$ cat config.mk
export PLATFORM = sky130hd
export DESIGN_NAME = lapl_outq
export DESIGN_NICKNAME = d
export VERILOG_FILES = /design/src/rtl/lapl_pkg.sv /design/src/rtl/lapl_outq.sv
export VERILOG_INCLUDE_DIRS = /design/src /design/src/rtl
export SDC_FILE = /design/constraint.sdc
export NUM_CORES = 1
export LEC_CHECK = 0
export ABC_AREA = 0
export BUFFER_PORTS_ARGS = -buffer_cell sky130_fd_sc_hd__buf_4
export CAP_MARGIN = 10
export CELL_PAD_IN_SITES_DETAIL_PLACEMENT = 2
export CELL_PAD_IN_SITES_GLOBAL_PLACEMENT = 2
export CORE_UTILIZATION = 35
export CTS_CLUSTER_DIAMETER = 150
export CTS_CLUSTER_SIZE = 20
export DETAILED_ROUTE_END_ITERATION = 16
export PLACE_DENSITY = 0.81
export SETUP_SLACK_MARGIN = 0.4
export SLEW_MARGIN = 20
export SYNTH_ARGS = -nofsm -noshare
export SYNTH_HDL_FRONTEND = slang
export SYNTH_SLANG_ARGS = --single-unit
$ cat constraint.sdc
create_clock -name clock -period 3.5 [get_ports clock]
set_input_delay 0.875 -clock clock [delete_from_list [all_inputs] [get_ports clock]]
set_output_delay 0.875 -clock clock [all_outputs]
set_load 0.03 [all_outputs]
$ cat src/rtl/laplacian_edge_3x3_assert.svh
// ---------------------------------------------------------------------------
// Assertion macros for the Laplacian edge filter
// Shared concurrent assertion forms, disabled while reset is high.
// ---------------------------------------------------------------------------
`ifndef LAPLACIAN_EDGE_3X3_ASSERT_SVH
`define LAPLACIAN_EDGE_3X3_ASSERT_SVH

// The consequent must hold in the same cycle as the antecedent.
`define LAPL_ASSERT_IMPL(label, clk, rst, ante, cons, msg) \
   label: assert property (@(posedge clk) disable iff (rst) (ante) |-> (cons)) \
      else $error(msg);

// The consequent must hold in the cycle after the antecedent.
`define LAPL_ASSERT_NEXT(label, clk, rst, ante, cons, msg) \
   label: assert property (@(posedge clk) disable iff (rst) (ante) |=> (cons)) \
      else $error(msg);

`endif

$ cat src/rtl/lapl_pkg.sv
// ---------------------------------------------------------------------------
// lapl_pkg
// Types, constants and the edge arithmetic of the Laplacian edge filter.
// ---------------------------------------------------------------------------
package lapl_pkg;

   // Field widths of the channel words.
   localparam int PIX_W      = 8;
   localparam int OUT_POS_W  = 10;
   localparam int CSR_DATA_W = 11;
   localparam int CSR_IDX_W  = 2;

   // Default image limits and the smallest legal image side.
   localparam int MAX_WIDTH_DEF  = 1024;
   localparam int MAX_HEIGHT_DEF = 1024;
   localparam int MIN_SIZE       = 3;

   // Register reset values.
   localparam logic [CSR_DATA_W-1:0] LINE_WIDTH_RST   = CSR_DATA_W'(1024);
   localparam logic [CSR_DATA_W-1:0] FRAME_HEIGHT_RST = CSR_DATA_W'(1024);

   // Output queue sizing.
   localparam int OQ_DEPTH = 3;
   localparam int OQ_PTR_W = $clog2(OQ_DEPTH);
   localparam int OQ_CNT_W = $clog2(OQ_DEPTH + 1);

   // Register indexes of the configuration port.
   typedef enum logic [CSR_IDX_W-1:0] {
      CSR_LINE_WIDTH   = 2'd0,
      CSR_FRAME_HEIGHT = 2'd1,
      CSR_EIGHT_NB     = 2'd2
   } csr_index_type;

   // One result word.
   typedef struct packed {
      logic [PIX_W-1:0]     edge_value;
      logic [OUT_POS_W-1:0] out_row;
      logic [OUT_POS_W-1:0] out_column;
      logic                 frame_end;
   } rsp_item_type;

   // Status of the output queue.
   typedef struct packed {
      logic                empty;
      logic [OQ_CNT_W-1:0] count;
   } outq_status_type;

   // Edge value: max(0, c - clamp(c + lap, 0, 255)).
   // With four neighbors c + lap = 5c - n; with eight it is 9c - n - d.
   function automatic logic [PIX_W-1:0] edge_of(input logic [PIX_W-1:0] c,
                                                input logic [9:0] nsum4,
                                                input logic [9:0] diag4,
                                                input logic eight);
      logic signed [13:0] cs;
      logic signed [13:0] ns;
      logic signed [13:0] ds;
      logic signed [13:0] s;
      logic [PIX_W-1:0]   sc;
      cs = signed'({6'd0, c});
      ns = signed'({4'd0, nsum4});
      ds = signed'({4'd0, diag4});
      if (eight) begin
         s = cs * 14'sd9 - ns - ds;
      end else begin
         s = cs * 14'sd5 - ns;
      end
      if (s < 14'sd0) begin
         sc = '0;
      end else if (s > 14'sd255) begin
         sc = '1;
      end else begin
         sc = s[PIX_W-1:0];
      end
      return (c > sc) ? (c - sc) : '0;
   endfunction

endpackage

$ cat src/rtl/lapl_outq.sv
// ---------------------------------------------------------------------------
// lapl_outq
// Small output queue of result words; decouples the filter from a
// stalling receiver.
// ---------------------------------------------------------------------------
`include "laplacian_edge_3x3_assert.svh"

module lapl_outq import lapl_pkg::*; (
   input  logic            clock,
   input  logic            reset,
   input  logic            push,
   input  rsp_item_type    push_item,
   input  logic            pop,
   output rsp_item_type    head_item,
   output outq_status_type status
);

   rsp_item_type        entries_ff [OQ_DEPTH];
   logic [OQ_PTR_W-1:0] wr_ptr_ff, wr_ptr_in;
   logic [OQ_PTR_W-1:0] rd_ptr_ff, rd_ptr_in;
   logic [OQ_CNT_W-1:0] count_ff, count_in;

   // Pointer and fill count updates.
   always_comb begin
      wr_ptr_in = wr_ptr_ff;
      rd_ptr_in = rd_ptr_ff;
      count_in  = count_ff;
      if (push) begin
         wr_ptr_in = (wr_ptr_ff == OQ_PTR_W'(OQ_DEPTH - 1)) ? '0 : wr_ptr_ff + 1'b1;
      end
      if (pop) begin
         rd_ptr_in = (rd_ptr_ff == OQ_PTR_W'(OQ_DEPTH - 1)) ? '0 : rd_ptr_ff + 1'b1;
      end
      case ({push, pop})
         2'b10:   count_in = count_ff + 1'b1;
         2'b01:   count_in = count_ff - 1'b1;
         default: count_in = count_ff;
      endcase
   end

   always_ff @(posedge clock) begin
      if (reset) begin
         wr_ptr_ff <= '0;
         rd_ptr_ff <= '0;
         count_ff  <= '0;
      end else begin
         wr_ptr_ff <= wr_ptr_in;
         rd_ptr_ff <= rd_ptr_in;
         count_ff  <= count_in;
      end
   end

   // Entry storage.
   always_ff @(posedge clock) begin
      if (push) begin
         entries_ff[wr_ptr_ff] <= push_item;
      end
   end

   assign head_item    = entries_ff[rd_ptr_ff];
   assign status.empty = (count_ff == '0);
   assign status.count = count_ff;

   `LAPL_ASSERT_IMPL(a_no_overflow, clock, reset, push && !pop,
                     count_ff != OQ_CNT_W'(OQ_DEPTH), "push into a full output queue")
   `LAPL_ASSERT_IMPL(a_no_underflow, clock, reset, pop,
                     count_ff != '0, "pop from an empty output queue")
   `LAPL_ASSERT_IMPL(a_empty_ptrs, clock, reset, count_ff == '0,
                     rd_ptr_ff == wr_ptr_ff, "empty queue with unequal pointers")

endmodule

# Word level (Yosys, flattened, before mapping)
# Memory sizes are Yosys's and may differ from the RTL's. A register that Yosys moved wholly into a read port is not among the register bits.
# Index checks and enable logic that the tools add are counted.
# word_totals
mem_bits_rw	87
output_inout_bits	32
elab_cells	21
input_bits	33
mem_count	1
ff_bits	6
# memory_table
name	depth	width	rd	rd_clocked_by_memory_dff	write_ports	line_no	source
entries_ff	3	29	1	1	1	lapl_outq.sv:18	rsp_item_type entries_ff [OQ_DEPTH];
# op_classes
n_mux	7
eq_ne	4
add_sub_neg	4
n_reduce_logical	2
# op_table
operator	n
$mux 2	4
$add 2x1->2 const B	3
$eq 2x2->1 const B	3
$pmux 2 s2	1
$eq 2x1->1 const B	1
$logic_not 2->1	1
$mux 1	2
$reduce_bool 2->1	1
$sub 2x1->2 const B	1

# Logic depth before layout (Yosys ltp)
# logic_depth
ltp_word	4
depth_mapped	5
mapped_depth_nobuf	5

# Least setup slack after synthesis
# No wires, ideal clock.
# synth_path
path_type	input port to flip-flop
startpoint	input port push
endpoint	memory entries_ff[0][0] (netlist name) (enable)
path_buffers	0
setup_ps	454
t_required_ps	3046
arrival_time_ps	2989
path_stages	2
slack_ps	57
cell_sequence	inv_1 -> nor3_1
# synth_via
elab_chain_cells	2
# synth_lines
item	line_no	source
start: declaration	lapl_outq.sv:11	input logic push,
$mux 1	lapl_outq.sv:55	if (push) begin
$mux 1 (implied by the code)	lapl_outq.sv:56	entries_ff[wr_ptr_ff] <= push_item;
end: declaration	lapl_outq.sv:18	
# No other way between the ends.

==> impl_metrics.py <==
metrics = {
    "layout": {
        "fin_util_pct": 44.7,
        "drive_gt1_share_pct": 30.3,
        "mostFrequentLayoutCells": "edfxtp_1 (87), buf_4 (66), nand2_1 (32)",
        "fill_cells": 968,
        "final_common_cell": "edfxtp_1",
        "num_antenna_cells": 0,
        "fin_area_um2": 4350,
        "nNetsFinal": 319,
        "area_growth_pct": 23.7,
    },
    "die": {
        "fp.dieArea_um2": 10400,
        "die_y_um": 102,
        "placementRows": 36,
        "start_util_pct": 36.1,
        "io_pins": 65,
        "core-area_um2": 9730,
        "die_w_um": 102,
    },
    "clock_network": {
        "cts_tree": "yes",
        "cts-root-buf": "clkbuf_8",
        "clockBufferDepth": 2,
        "clkLatencyLatePin_ps": 360,
        "clk_pin_slew_ps": 90,
        "cts_setup_buffers": 0,
        "cts_sinks": 95,
        "ctsHoldBuffers": 0,
        "htreeDepth": 3,
        "cts_buffers": 9,
        "cts_resized": 0,
    },
    "pwr": {
        "power_density_nw_per_um2": 529,
        "peakVddDrop_uv": 236,
        "p_leak_nw": 1.50,
    },
    "critical_path": {
        "path_buf_inv": 2,
        "critPathKind": "flop to output port",
        "critical_path_arrival_ps": 1920,
        "cpPeakStageDelay_ps": 640,
        "cp_top_family": "flip-flops",
        "end_kind": "output port",
        "crit_required_ps": 2620,
        "worstPathMaxFanout": 15,
        "startpoint_type": "flop",
        "path_common_cell": "buf_4",
        "critical_path.cell_chain": "buf_4 > mux2i_1 > o21ai_0 > buf_4",
        "worst_path_max_delay_cell": "dfxtp_2",
    },
    "logic_synthesis": {
        "syn_nets": 250,
        "synth_cells": 216,
        "ys_ff_latch": 95,
        "synth_area_um2": 3510,
        "yosys.area.top_type": "edfxtp_1",
        "synth_area_leaders": "edfxtp_1 (74%), mux2i_1 (8.3%), dfxtp_1 (4.6%)",
        "synth-edff-count": 87,
        "synthFlopType": "edfxtp_1",
        "syn_area_per_cell_um2": 16.3,
        "synth_cell_types": 23,
        "ys.warnings.count": 0,
        "synth_top_area_share_pct": 74.4,
        "seq_area_frac_synth_pct": 78.9,
        "async_reset_ff_share_pct": 0,
    },
    "placed_design": {
        "placed_area_um2": 4170,
        "portBuffers": 64,
        "gp_congestion": 0.675,
        "dp_hpwl_um": 5020,
    },
    "sta": {
        "fmax_ghz": 0.358,
        "fin_skew_ps": 20.0,
        "finalCriticalPeriod_ps": 2800,
        "setup_tns_ps": 0,
        "period_share_pct": 79.9,
        "final-setup-viol-count": 0,
        "drv_slew": 0,
        "slew_headroom_pct": 32.1,
        "whs_ps": 528,
        "rsz0062_at_grt": "false",
        "hold_viol_final": 0,
        "worstMarginPinSlew_ps": 1020,
    },
    "routing": {
        "vias": 1996,
        "drt-vias-per-instance": 4.72,
        "firstDrtPassIters": 4,
        "ant_nets": 0,
        "routed_wl_um": 7450,
        "wl_per_cell_um": 17.6,
        "drc": 0,
        "first_iter_violations": 74,
    },
    "global_routing": {
        "gr-total-overflow": 0,
        "grt_pass1_vias": 2251,
        "antenna_found_initial": 0,
        "grt_start_max_net_pins": 33,
        "grt_pass1_wl_um": 11300,
        "track_usage_pct": 15.2,
    },
    "run_status": {
        "status": "finished clean",
    },
    "run": {
        "drv_cap": 0,
    },
    "hold_path": {
        "min_path_type": "flop to flop",
    },
}
## routing by layer
layer  global-route usage, %  part of all wire, %
met5                       0                    0
met4                    6.26                  1.1
met3                    3.35                  4.0
met2                    28.3                   53
met1                    16.7                   42
## final timing paths
| check | from | end | slack, ps | cells after the start |
|---|---|---|---|---|
| hold / removal | count_ff[1] | count_ff[1] | 530 | 2 |
| setup / recovery | flop | head_item[14] | 700 | 4 |
| setup reg to reg | wr_ptr_ff[1] | entries_ff[2][16] | 1710 | 2 |
| hold reg to reg | count_ff[1] | count_ff[1] | 530 | 2 |
## logic make-up (layout without fill, tap and decap cells)
logic type | Yosys count | in the layout | synth area share (%)
buffers and inverters | 11 | 85 | 1.64
adder cells (fa/ha/maj) | 1 | 1 | 0.356
XOR/XNOR | 2 | 2 | 0.499
AND/OR/NAND/NOR | 43 | 43 | 4.99
multiplexers | 30 | 30 | 8.59
AO/OA/AOI/OAI | 34 | 34 | 4.99
flip-flops | 95 | 95 | 78.9
## registers in the layout, indices dropped and copies added, names as in the netlist, named ones only
| register | flops |
|---|---|
| count_ff | 2 |
| entries_ff | 87 |
| wr_ptr_ff | 2 |
| rd_ptr_ff | 2 |
## worst reg2reg max path, cell delays in order (launching register included)
cell and delay, ps:
dfxtp_1 470, nand2_1 140, nor2_4 790
## where the power goes
group | switching, mW | internal [mW] | total, mW
clock network | 0.392 | 0.261 | 0.654
registers | 0.0288 | 1.29 | 1.32
logic | 0.198 | 0.126 | 0.324
total | 0.619 | 1.68 | 2.30
## layout make-up
class                      instances  area [µm²]  area share (%)
inverter                           2        7.51           0.173
tap                              133         166            3.83
timing repair buffer              67         515            11.9
clock inverter                     6        45.0            1.04
multi-input combinational        110         708            16.3
sequential                        95        2780            63.9
clock buffer                      10         128            2.94
## stage by stage
stage	setup slack (ps)	instances	total power [mW]
after CTS	639	423	2.33
after global placement	1100	407	1.66
after floorplan	922	216	1.53
after global routing	600	423	2.39
final	704	423	2.30
after detailed placement	1050	407	1.68
## Yosys cell counts, drive strengths merged, types with 2 or more instances
| library cell | number |
|---|---|
| nand2 | 32 |
| nor2 | 6 |
| inv | 2 |
| buf | 6 |
| o21ai | 30 |
| dfxtp | 8 |
| mux2i | 29 |
| edfxtp | 87 |
| a21oi | 3 |
| clkbuf | 3 |
(Power assumes the default switching activity.)
